<file path="src/design/hmcg_pkg.sv">
// Shared types, constants and helper functions for the hex mesh connectivity generator.
`timescale 1ns / 1ps

package hmcg_pkg;

   // Largest grid edge, in elements.
   localparam int MAX_RES = 256;

   // Field widths fixed by the interface.
   localparam int RES_W   = 9;
   localparam int COUNT_W = 24;
   localparam int NODE_W  = 25;

   // Internal widths that follow from MAX_RES.
   localparam int POS_W   = $clog2(MAX_RES);
   localparam int LAT_W   = $clog2(MAX_RES + 2);
   localparam int PLANE_W = $clog2((MAX_RES + 1) * (MAX_RES + 1) + 1);
   localparam int ROW_W   = $clog2((MAX_RES + 1) * MAX_RES + 1);
   localparam int ZMUL_W  = PLANE_W + LAT_W;

   // Configuration port.
   localparam int CSR_ADDR_W = 2;
   localparam logic [CSR_ADDR_W-1:0] CSR_RES_X = 2'd0;
   localparam logic [CSR_ADDR_W-1:0] CSR_RES_Y = 2'd1;
   localparam logic [CSR_ADDR_W-1:0] CSR_RES_Z = 2'd2;

   // Stream payload widths.
   localparam int REQ_DATA_W = 8;
   localparam int RSP_DATA_W = COUNT_W + 8 * NODE_W;

   typedef enum logic [1:0] {
      ST_IDLE,
      ST_MUL1,
      ST_MUL2,
      ST_EMIT
   } ctrl_state_type;

   // Commands from the controller to the datapath.
   typedef struct packed {
      logic load;    // request transaction accepted this cycle
      logic mul1;    // plane size and row offsets
      logic mul2;    // layer offsets
      logic emit;    // corner sums into output register, step the walk
   } dp_cmd_type;

   // Register value clamped into 1..MAX_RES.
   function automatic logic [RES_W-1:0] eff_res(input logic [RES_W-1:0] r);
      logic [RES_W-1:0] v;
      v = r;
      if (r == '0) begin
         v = RES_W'(1);
      end else if (r > RES_W'(MAX_RES)) begin
         v = RES_W'(MAX_RES);
      end
      return v;
   endfunction

endpackage

</file>
<file path="src/design/hex_mesh_connectivity_generator_top.sv">
// Top level of the structured hex mesh connectivity generator.
`timescale 1ns / 1ps

// Structured hex mesh connectivity generator. Each request transaction
// yields one response transaction describing one hexahedral element of a
// res_x by res_y by res_z grid: its running element number and the eight
// corner node indices on the (res+1)^3 lattice, numbered x fastest, with the
// y coordinate mirrored (row res_y-ey on top). Elements are walked y fastest,
// then x, then z; rsp_tlast marks the grid's last element, after which the
// walk wraps to element 0. Setting restart in a request starts again at
// element 0 before that element is produced. Resolutions are written through
// the csr_ port (index 0 res_x, 1 res_y, 2 res_z; a value of 0 acts as 1 and
// values above 256 act as 256); every write to one of these registers sends
// the walk home, and writes must only be made while no request is in flight.
// Sequencing: a request is taken only in the idle state, and the sequencer
// runs its element through two multiply steps (plane size with row offsets,
// then layer offsets) and one add step that loads the output register; no
// new request is taken before that add step. A response left waiting does
// not block the next request; the add step holds until the output register
// is free.
module hex_mesh_connectivity_generator_top (
   input  logic                                clock,
   input  logic                                reset,
   // Request channel
   input  logic                                req_tvalid,
   output logic                                req_tready,
   input  logic [hmcg_pkg::REQ_DATA_W-1:0]     req_tdata,  // [0] restart, rest zero
   // Response channel
   output logic                                rsp_tvalid,
   input  logic                                rsp_tready,
   // element_index[23:0], corner_a..corner_h 25 bits each from bit 24 upward
   output logic [hmcg_pkg::RSP_DATA_W-1:0]     rsp_tdata,
   output logic                                rsp_tlast,  // final_element
   // Configuration write port
   input  logic                                csr_wen,
   input  logic [hmcg_pkg::CSR_ADDR_W-1:0]     csr_addr,
   input  logic [hmcg_pkg::RES_W-1:0]          csr_wdata
);

   hmcg_pkg::dp_cmd_type cmd;

   // Sequencer: owns the handshakes and the response valid flag.
   hmcg_ctrl u_ctrl (
      .clock      (clock),
      .reset      (reset),
      .req_tvalid (req_tvalid),
      .req_tready (req_tready),
      .rsp_tvalid (rsp_tvalid),
      .rsp_tready (rsp_tready),
      .cmd        (cmd)
   );

   // Datapath: registers, walk counters, node index arithmetic, payload.
   hmcg_datapath u_datapath (
      .clock     (clock),
      .reset     (reset),
      .csr_wen   (csr_wen),
      .csr_addr  (csr_addr),
      .csr_wdata (csr_wdata),
      .restart   (req_tdata[0]),
      .cmd       (cmd),
      .rsp_data  (rsp_tdata),
      .rsp_last  (rsp_tlast)
   );

endmodule

</file>
<file path="src/design/hmcg_ctrl.sv">
// Control state machine: request handshake, compute sequencing and response valid.
`timescale 1ns / 1ps

module hmcg_ctrl (
   input  logic                clock,
   input  logic                reset,
   input  logic                req_tvalid,
   output logic                req_tready,
   output logic                rsp_tvalid,
   input  logic                rsp_tready,
   output hmcg_pkg::dp_cmd_type cmd
);

   hmcg_pkg::ctrl_state_type state_ff, state_in;
   logic                     out_valid_ff, out_valid_in;
   logic                     out_free;

   assign out_free = !out_valid_ff || rsp_tready;

   always_ff @(posedge clock) begin
      if (reset) begin
         state_ff     <= hmcg_pkg::ST_IDLE;
         out_valid_ff <= 1'b0;
      end else begin
         state_ff     <= state_in;
         out_valid_ff <= out_valid_in;
      end
   end

   // Next state.
   always_comb begin
      state_in = state_ff;
      case (state_ff)
         hmcg_pkg::ST_IDLE: begin
            if (req_tvalid) begin
               state_in = hmcg_pkg::ST_MUL1;
            end
         end
         hmcg_pkg::ST_MUL1: state_in = hmcg_pkg::ST_MUL2;
         hmcg_pkg::ST_MUL2: state_in = hmcg_pkg::ST_EMIT;
         hmcg_pkg::ST_EMIT: begin
            if (out_free) begin
               state_in = hmcg_pkg::ST_IDLE;
            end
         end
         default: state_in = hmcg_pkg::ST_IDLE;
      endcase
   end

   // Outputs.
   always_comb begin
      cmd        = '0;
      req_tready = 1'b0;
      case (state_ff)
         hmcg_pkg::ST_IDLE: begin
            req_tready = 1'b1;
            cmd.load   = req_tvalid;
         end
         hmcg_pkg::ST_MUL1: cmd.mul1 = 1'b1;
         hmcg_pkg::ST_MUL2: cmd.mul2 = 1'b1;
         hmcg_pkg::ST_EMIT: cmd.emit = out_free;
         default: ;
      endcase
   end

   always_comb begin
      out_valid_in = out_valid_ff;
      if (cmd.emit) begin
         out_valid_in = 1'b1;
      end else if (rsp_tready) begin
         out_valid_in = 1'b0;
      end
   end

   assign rsp_tvalid = out_valid_ff;

`ifndef NO_ASSERTIONS
   // The output register is only loaded when its previous transaction has left.
   a_emit_free: assert property (@(posedge clock) disable iff (reset)
      cmd.emit |-> (!out_valid_ff || rsp_tready))
      else $error("response overwritten before it was taken");

   // An accepted request always starts the multiply sequence.
   a_accept_seq: assert property (@(posedge clock) disable iff (reset)
      (req_tvalid && req_tready) |=> (state_ff == hmcg_pkg::ST_MUL1))
      else $error("accepted request did not start compute");

   // A response appears only as the emit step completes.
   a_valid_src: assert property (@(posedge clock) disable iff (reset)
      $rose(rsp_tvalid) |-> $past(state_ff == hmcg_pkg::ST_EMIT))
      else $error("response valid without emit step");
`endif

endmodule

</file>
<file path="src/design/hmcg_datapath.sv">
// Datapath: resolution registers, walk position, node index multiplies and output register.
`timescale 1ns / 1ps

module hmcg_datapath (
   input  logic                                  clock,
   input  logic                                  reset,
   input  logic                                  csr_wen,
   input  logic [hmcg_pkg::CSR_ADDR_W-1:0]       csr_addr,
   input  logic [hmcg_pkg::RES_W-1:0]            csr_wdata,
   input  logic                                  restart,
   input  hmcg_pkg::dp_cmd_type                  cmd,
   output logic [hmcg_pkg::RSP_DATA_W-1:0]       rsp_data,
   output logic                                  rsp_last
);

   localparam int RES_W   = hmcg_pkg::RES_W;
   localparam int POS_W   = hmcg_pkg::POS_W;
   localparam int LAT_W   = hmcg_pkg::LAT_W;
   localparam int NODE_W  = hmcg_pkg::NODE_W;
   localparam int COUNT_W = hmcg_pkg::COUNT_W;
   localparam int PLANE_W = hmcg_pkg::PLANE_W;
   localparam int ROW_W   = hmcg_pkg::ROW_W;
   localparam int ZMUL_W  = hmcg_pkg::ZMUL_W;

   // Configuration.
   logic [RES_W-1:0] res_x_ff, res_x_in;
   logic [RES_W-1:0] res_y_ff, res_y_in;
   logic [RES_W-1:0] res_z_ff, res_z_in;
   logic             cfg_hit;

   // Walk state.
   logic [POS_W-1:0]   pos_x_ff, pos_x_in;
   logic [POS_W-1:0]   pos_y_ff, pos_y_in;
   logic [POS_W-1:0]   pos_z_ff, pos_z_in;
   logic [COUNT_W-1:0] count_ff, count_in;

   // Intermediate products.
   logic [PLANE_W-1:0] plane_ff;
   logic [ROW_W-1:0]   row_t_ff, row_b_ff;
   logic [NODE_W-1:0]  zoff0_ff, zoff1_ff;

   // Output register.
   logic [COUNT_W-1:0] out_index_ff;
   logic [NODE_W-1:0]  out_corner_ff [8];
   logic               out_last_ff;

   logic [RES_W-1:0]   rx, ry, rz;
   logic [LAT_W-1:0]   nnx, nny;
   logic [RES_W-1:0]   yt, yb;
   logic [2*LAT_W-1:0] plane_prod;
   logic [LAT_W+RES_W-1:0] row_t_prod, row_b_prod;
   logic [LAT_W-1:0]   z0, z1;
   logic [ZMUL_W-1:0]  zoff0_prod, zoff1_prod;
   logic [NODE_W-1:0]  x0, x1, rt, rb;
   logic               last;
   logic               wrap_y, wrap_x, wrap_z;

   assign rx  = hmcg_pkg::eff_res(res_x_ff);
   assign ry  = hmcg_pkg::eff_res(res_y_ff);
   assign rz  = hmcg_pkg::eff_res(res_z_ff);
   assign nnx = LAT_W'(rx) + LAT_W'(1);
   assign nny = LAT_W'(ry) + LAT_W'(1);

   // Mirrored rows: top row ry - y, bottom row one below.
   assign yt = ry - RES_W'(pos_y_ff);
   assign yb = yt - RES_W'(1);

   assign plane_prod = nnx * nny;
   assign row_t_prod = nnx * yt;
   assign row_b_prod = nnx * yb;

   assign z0 = LAT_W'(pos_z_ff);
   assign z1 = z0 + LAT_W'(1);
   assign zoff0_prod = plane_ff * z0;
   assign zoff1_prod = plane_ff * z1;

   assign x0 = NODE_W'(pos_x_ff);
   assign x1 = x0 + NODE_W'(1);
   assign rt = NODE_W'(row_t_ff);
   assign rb = NODE_W'(row_b_ff);

   assign last = (RES_W'(pos_x_ff) == rx - RES_W'(1))
              && (RES_W'(pos_y_ff) == ry - RES_W'(1))
              && (RES_W'(pos_z_ff) == rz - RES_W'(1));

   assign wrap_y = (RES_W'(pos_y_ff) + RES_W'(1)) >= ry;
   assign wrap_x = (RES_W'(pos_x_ff) + RES_W'(1)) >= rx;
   assign wrap_z = (RES_W'(pos_z_ff) + RES_W'(1)) >= rz;

   // Register writes; any hit sends the walk home.
   always_comb begin
      res_x_in = res_x_ff;
      res_y_in = res_y_ff;
      res_z_in = res_z_ff;
      cfg_hit  = 1'b0;
      if (csr_wen) begin
         case (csr_addr)
            hmcg_pkg::CSR_RES_X: begin
               res_x_in = csr_wdata;
               cfg_hit  = 1'b1;
            end
            hmcg_pkg::CSR_RES_Y: begin
               res_y_in = csr_wdata;
               cfg_hit  = 1'b1;
            end
            hmcg_pkg::CSR_RES_Z: begin
               res_z_in = csr_wdata;
               cfg_hit  = 1'b1;
            end
            default: ;
         endcase
      end
   end

   // Walk: y fastest, then x, then z.
   always_comb begin
      pos_x_in = pos_x_ff;
      pos_y_in = pos_y_ff;
      pos_z_in = pos_z_ff;
      count_in = count_ff;
      if (cmd.load && restart) begin
         pos_x_in = '0;
         pos_y_in = '0;
         pos_z_in = '0;
         count_in = '0;
      end
      if (cmd.emit) begin
         if (last) begin
            pos_x_in = '0;
            pos_y_in = '0;
            pos_z_in = '0;
            count_in = '0;
         end else begin
            count_in = count_ff + COUNT_W'(1);
            if (!wrap_y) begin
               pos_y_in = pos_y_ff + POS_W'(1);
            end else begin
               pos_y_in = '0;
               if (!wrap_x) begin
                  pos_x_in = pos_x_ff + POS_W'(1);
               end else begin
                  pos_x_in = '0;
                  pos_z_in = wrap_z ? '0 : pos_z_ff + POS_W'(1);
               end
            end
         end
      end
      if (cfg_hit) begin
         pos_x_in = '0;
         pos_y_in = '0;
         pos_z_in = '0;
         count_in = '0;
      end
   end

   always_ff @(posedge clock) begin
      if (reset) begin
         res_x_ff <= RES_W'(1);
         res_y_ff <= RES_W'(1);
         res_z_ff <= RES_W'(1);
         pos_x_ff <= '0;
         pos_y_ff <= '0;
         pos_z_ff <= '0;
         count_ff <= '0;
      end else begin
         res_x_ff <= res_x_in;
         res_y_ff <= res_y_in;
         res_z_ff <= res_z_in;
         pos_x_ff <= pos_x_in;
         pos_y_ff <= pos_y_in;
         pos_z_ff <= pos_z_in;
         count_ff <= count_in;
      end
   end

   // Payload pipeline, no reset.
   always_ff @(posedge clock) begin
      if (cmd.mul1) begin
         plane_ff <= plane_prod[PLANE_W-1:0];
         row_t_ff <= row_t_prod[ROW_W-1:0];
         row_b_ff <= row_b_prod[ROW_W-1:0];
      end
      if (cmd.mul2) begin
         zoff0_ff <= zoff0_prod[NODE_W-1:0];
         zoff1_ff <= zoff1_prod[NODE_W-1:0];
      end
      if (cmd.emit) begin
         out_index_ff     <= count_ff;
         out_corner_ff[0] <= zoff0_ff + rt + x0;
         out_corner_ff[1] <= zoff0_ff + rt + x1;
         out_corner_ff[2] <= zoff0_ff + rb + x1;
         out_corner_ff[3] <= zoff0_ff + rb + x0;
         out_corner_ff[4] <= zoff1_ff + rt + x0;
         out_corner_ff[5] <= zoff1_ff + rt + x1;
         out_corner_ff[6] <= zoff1_ff + rb + x1;
         out_corner_ff[7] <= zoff1_ff + rb + x0;
         out_last_ff      <= last;
      end
   end

   assign rsp_data = {out_corner_ff[7], out_corner_ff[6], out_corner_ff[5], out_corner_ff[4],
                      out_corner_ff[3], out_corner_ff[2], out_corner_ff[1], out_corner_ff[0],
                      out_index_ff};
   assign rsp_last = out_last_ff;

`ifndef NO_ASSERTIONS
   // The walk never leaves the grid.
   a_pos_in_grid: assert property (@(posedge clock) disable iff (reset)
      (RES_W'(pos_y_ff) < ry) && (RES_W'(pos_x_ff) < rx) && (RES_W'(pos_z_ff) < rz))
      else $error("walk position outside grid");

   // Emitting the last element returns the walk to element zero.
   a_wrap_home: assert property (@(posedge clock) disable iff (reset)
      (cmd.emit && last) |=> (pos_x_ff == '0 && pos_y_ff == '0
                              && pos_z_ff == '0 && count_ff == '0))
      else $error("walk did not wrap after last element");

   // Neighboring corners along x differ by one node.
   a_corner_step: assert property (@(posedge clock) disable iff (reset)
      $past(cmd.emit) |-> (out_corner_ff[1] == out_corner_ff[0] + NODE_W'(1)))
      else $error("corner b is not next to corner a");
`endif

endmodule

</file>
<file path="config.mk">
export PLATFORM = sky130hd
export DESIGN_NAME = hex_mesh_connectivity_generator_top
export DESIGN_NICKNAME = d
export VERILOG_FILES = /design/src/design/hmcg_pkg.sv /design/src/design/hex_mesh_connectivity_generator_top.sv /design/src/design/hmcg_ctrl.sv /design/src/design/hmcg_datapath.sv
export SDC_FILE = /design/constraint.sdc
export NUM_CORES = 2
export LEC_CHECK = 0
export ABC_AREA = 1
export BUFFER_PORTS_ARGS = -buffer_cell sky130_fd_sc_hd__buf_2
export CAP_MARGIN = 20
export CORE_MARGIN = 10
export CORE_UTILIZATION = 60
export CTS_CLUSTER_DIAMETER = 30
export DETAILED_ROUTE_END_ITERATION = 8
export PLACE_DENSITY = 0.79
export SLEW_MARGIN = 20
export SYNTH_ARGS = -nofsm -noshare
export SYNTH_HDL_FRONTEND = slang
export SYNTH_SLANG_ARGS = --single-unit
</file>
<file path="constraint.sdc">
create_clock -name clock -period 24.6 [get_ports clock]
set_input_delay 2.46 -clock clock [delete_from_list [all_inputs] [get_ports clock]]
set_output_delay 2.46 -clock clock [all_outputs]
set_load 0.01 [all_outputs]
</file>
==> results.py <==
metrics = {
    "run_status": {
        "status": "complete, no violations",
    },
    "detailed_routing": {
        "routed_wl_um": 121000,
        "top_layer": "met5",
        "wl_met3_um": 11900,
        "post-route-drc-count": 0,
        "wl_per_cell_um": 18.5,
        "drt_iter0_markers": 2757,
        "drt_pre_antenna_iters": 6,
        "vias_per_cell": 5.60,
        "ant_nets": 0,
        "detailroute.via_count": 36518,
        "met1_length_um": 47100,
        "dr_wl_met2_um": 55200,
    },
    "logic_synthesis": {
        "synth_top_family_by_area": "adder cells",
        "syn_nets": 6020,
        "syn_area_um2": 42300,
        "async_reset_ff_share_pct": 0,
        "synthTopCellsByArea": "edfxtp_1, fa_1, ha_1, nand2_1, inv_1",
        "ys_top_cells_by_count": "nand2_1, inv_1, nor2_1, ha_1, fa_1",
        "synth_fa_ha_area_share_pct": 28.2,
        "syn_inst": 5256,
        "yosys_warnings": 0,
        "synth_edf_count": 326,
        "yosysMostFrequentCell": "nand2_1",
        "post_synth_xor_area_fraction_pct": 7.08,
        "yosysSeqAreaShare_pct": 26.8,
        "synth_compound_area_share_pct": 7.09,
        "synthSimpleGateAreaFrac_pct": 21.8,
        "synth_top_area_cell": "edfxtp_1",
        "synthFlopType": "edfxtp_1",
        "avgSynthCellArea_um2": 8.05,
        "synth_top_area_share_pct": 23.1,
        "synth_cell_types": 56,
        "synth_seq_cells": 404,
        "synth.mux.area_fraction_pct": 0,
    },
    "clock_tree": {
        "cts.sinks": 404,
        "clk_path_buf_depth": 3,
        "h-tree-depth": 3,
        "cts_tree": "done",
        "clock_latency_ps": 640,
        "postCtsResizedCells": 0,
        "cts_setup_buffers": 0,
        "cts_buffers": 81,
        "root_buffer": "clkbuf_16",
        "clk_pin_slew_ps": 50,
        "ctsHoldBuffers": 0,
    },
    "timing": {
        "setup_viol_count_final": 0,
        "tightest_slew_ps": 1050,
        "setup_tns_ps": 0,
        "timing.hold.ws_ps": 466,
        "rsz0062_at_grt": "no",
        "max_slew_margin_pct": 29.9,
        "final_hold_viol_count": 0,
        "fmax_ghz": 0.123,
        "clock_skew_ps": 21.6,
        "drv_slew": 0,
        "period_needed_ps": 8130,
        "period_share_pct": 33.1,
    },
    "global_route": {
        "grt_max_degree": 97,
        "grt_pass1_wl_um": 190000,
        "overflow": 0,
        "grt_pass1_vias": 35993,
        "grt_antenna_before_repair": 3,
        "track_usage_pct": 29.2,
    },
    "setup_path": {
        "crit_type": "reg -> reg",
        "worstReg2RegStart": "u_datapath.res_y_ff[5]",
        "cp.arrival_ps": 8500,
        "max_stage_delay_ps": 720,
        "cp-start-kind": "flip-flop",
        "endpoint_kind": "flip-flop",
        "rr_worst_depth": 30,
        "crit_slowest_cell": "ha_1",
        "r2r-end": "u_datapath.row_b_ff[15]",
        "crit_top_cell": "nand2_1",
        "worstPathMaxFanout": 12,
        "reg2reg_slack_ps": 16470,
        "cp.required_ps": 24970,
    },
    "pwr": {
        "p_int_mw": 2.38,
        "powerDensity_nw_per_um2": 91.1,
        "p_switching_mw": 1.93,
        "peakVddDrop_mv": 0.0810,
        "comb_power_share_pct": 47.3,
        "clock_power_share_pct": 25.9,
        "power_frac_seq_pct": 26.8,
        "p_leak_nw": 23.7,
        "swShare_pct": 44.8,
    },
    "place": {
        "dp.cells": 6365,
        "gp_congestion": 0.952,
        "port-buffer-count": 243,
        "dp_hpwl_um": 94500,
    },
    "die": {
        "fp-row-count": 97,
        "die_w_um": 286,
        "start_util_pct": 60.4,
        "die_area_um2": 81500,
        "die_h_um": 286,
        "core_area_um2": 70000,
        "ios": 251,
    },
    "final_layout": {
        "nets": 6272,
        "drive_gt1_share_pct": 8.74,
        "synthToLayoutAreaGrowth_pct": 11.8,
        "fin_cells": 6517,
        "multiInputGateArea_um2": 27100,
        "fillerInstances": 5777,
        "regArea_um2": 11400,
    },
    "min_path": {
        "whs_path_depth": 0,
        "worstHoldEndpoint": "u_datapath.out_index_ff[0]",
        "holdCritPathClass": "reg -> reg",
        "min_from": "u_datapath.count_ff[0]",
    },
    "run": {
        "maxCapViolCount": 0,
    },
}
power by group through the flow:
stage | Clock [mW] | Combinational, mW | Sequential, mW
4_1_cts | 1.13 | 2.02 | 1.15
3_5_place_dp | 0 | 1.99 | 1.16
6_report | 1.12 | 2.04 | 1.15
2_1_floorplan | 0 | 1.45 | 1.11
3_3_place_gp | 0 | 1.95 | 1.15
5_1_grt | 1.16 | 2.27 | 1.15
kinds of logic after synthesis:
family / Yosys count
xor+xnor: 336
compound gates: 552
fa+ha+maj: 740
flops: 404
simple gates: 2213
buf+inv: 1011
worst max-delay path, delay by kind of cell (launching register included):
kind	cells	cell delay [ps]
XOR/XNOR	1	100
AND/OR/NAND/NOR	13	2350
buffers and inverters	6	1090
AO/OA/AOI/OAI	4	720
adder cells (fa/ha/maj)	6	3210
flip-flops	1	410
per-stage QoR:
stage                     setup WS (ps)  area [um2]  total power, mW  util, %
after floorplan                   14900       42300             2.56        -
final                             16470       47300             4.31     67.6
after CTS                         16600       47300             4.29     67.5
after global placement            16730       44500             3.10     63.5
after global routing              16020       47300             4.59     67.6
after detailed placement          16560       44500             3.15     63.6
flip-flops by register name, summed over array words and instances, names as in the netlist:
name,flops
u_datapath.out_corner_ff,200
u_datapath.zoff0_ff,25
u_datapath.zoff1_ff,25
u_datapath.count_ff,24
u_datapath.out_index_ff,24
u_datapath.plane_ff,17
u_datapath.row_b_ff,17
u_datapath.row_t_ff,17
u_datapath.res_x_ff,9
u_datapath.res_y_ff,9
u_datapath.res_z_ff,9
u_datapath.pos_x_ff,8
u_datapath.pos_y_ff,8
u_datapath.pos_z_ff,8
u_ctrl.state_ff,2
u_ctrl.rsp_tvalid,1
u_datapath.rsp_last,1
worst max path at each step:
| stage | start | end | slack, ps | depth (start not counted) |
|---|---|---|---|---|
| finish | u_datapath.res_y_ff[5] | u_datapath.row_b_ff[15] | 16470 | 30 |
| global route | u_datapath.res_y_ff[5] | u_datapath.row_b_ff[15] | 16020 | 30 |
| CTS | u_datapath.res_y_ff[5] | u_datapath.row_b_ff[15] | 16600 | 30 |
| detailed placement | u_datapath.res_y_ff[5] | u_datapath.row_b_ff[15] | 16560 | 30 |
| global placement | u_datapath.res_y_ff[5] | u_datapath.row_b_ff[15] | 16730 | 30 |
| floorplan | rsp_tready | u_datapath.out_corner_ff[0][0] | 14900 | 5 |
per-layer routing:
layer  global-route usage, %  up-vias
li1                        -    17276
met1                    36.5    17214
met2                    47.0     1688
met3                    6.52      332
met4                    14.9        8
met5                       0        -
layout by cell type (no fill, tap or decap), drive strengths merged, types with 23 or more instances in the layout:
master and instances:
inv 924, nand3b 23, xor2 255, edfxtp 326, nor3 43, nand3 265
xnor2 81, clkinv 30, fa 355, nand2 1283, nor2 498, clkbuf 90
nand4 73, ha 385, a21oi 296, buf 267, dfxtp 78, o21ai 163
cell type report:
class                   count  share of cell area [%]
flip-flops and latches    404                    24.0
well taps                 940                    2.49
diodes                      2                  0.0106
repair buffers            267                    2.98
inverters                 913                    7.26
clock buffers              90                    4.40
clock inverters            60                    1.50
multi-input cells        3841                    57.4
Note: power is estimated with default switching activity, not from simulation.
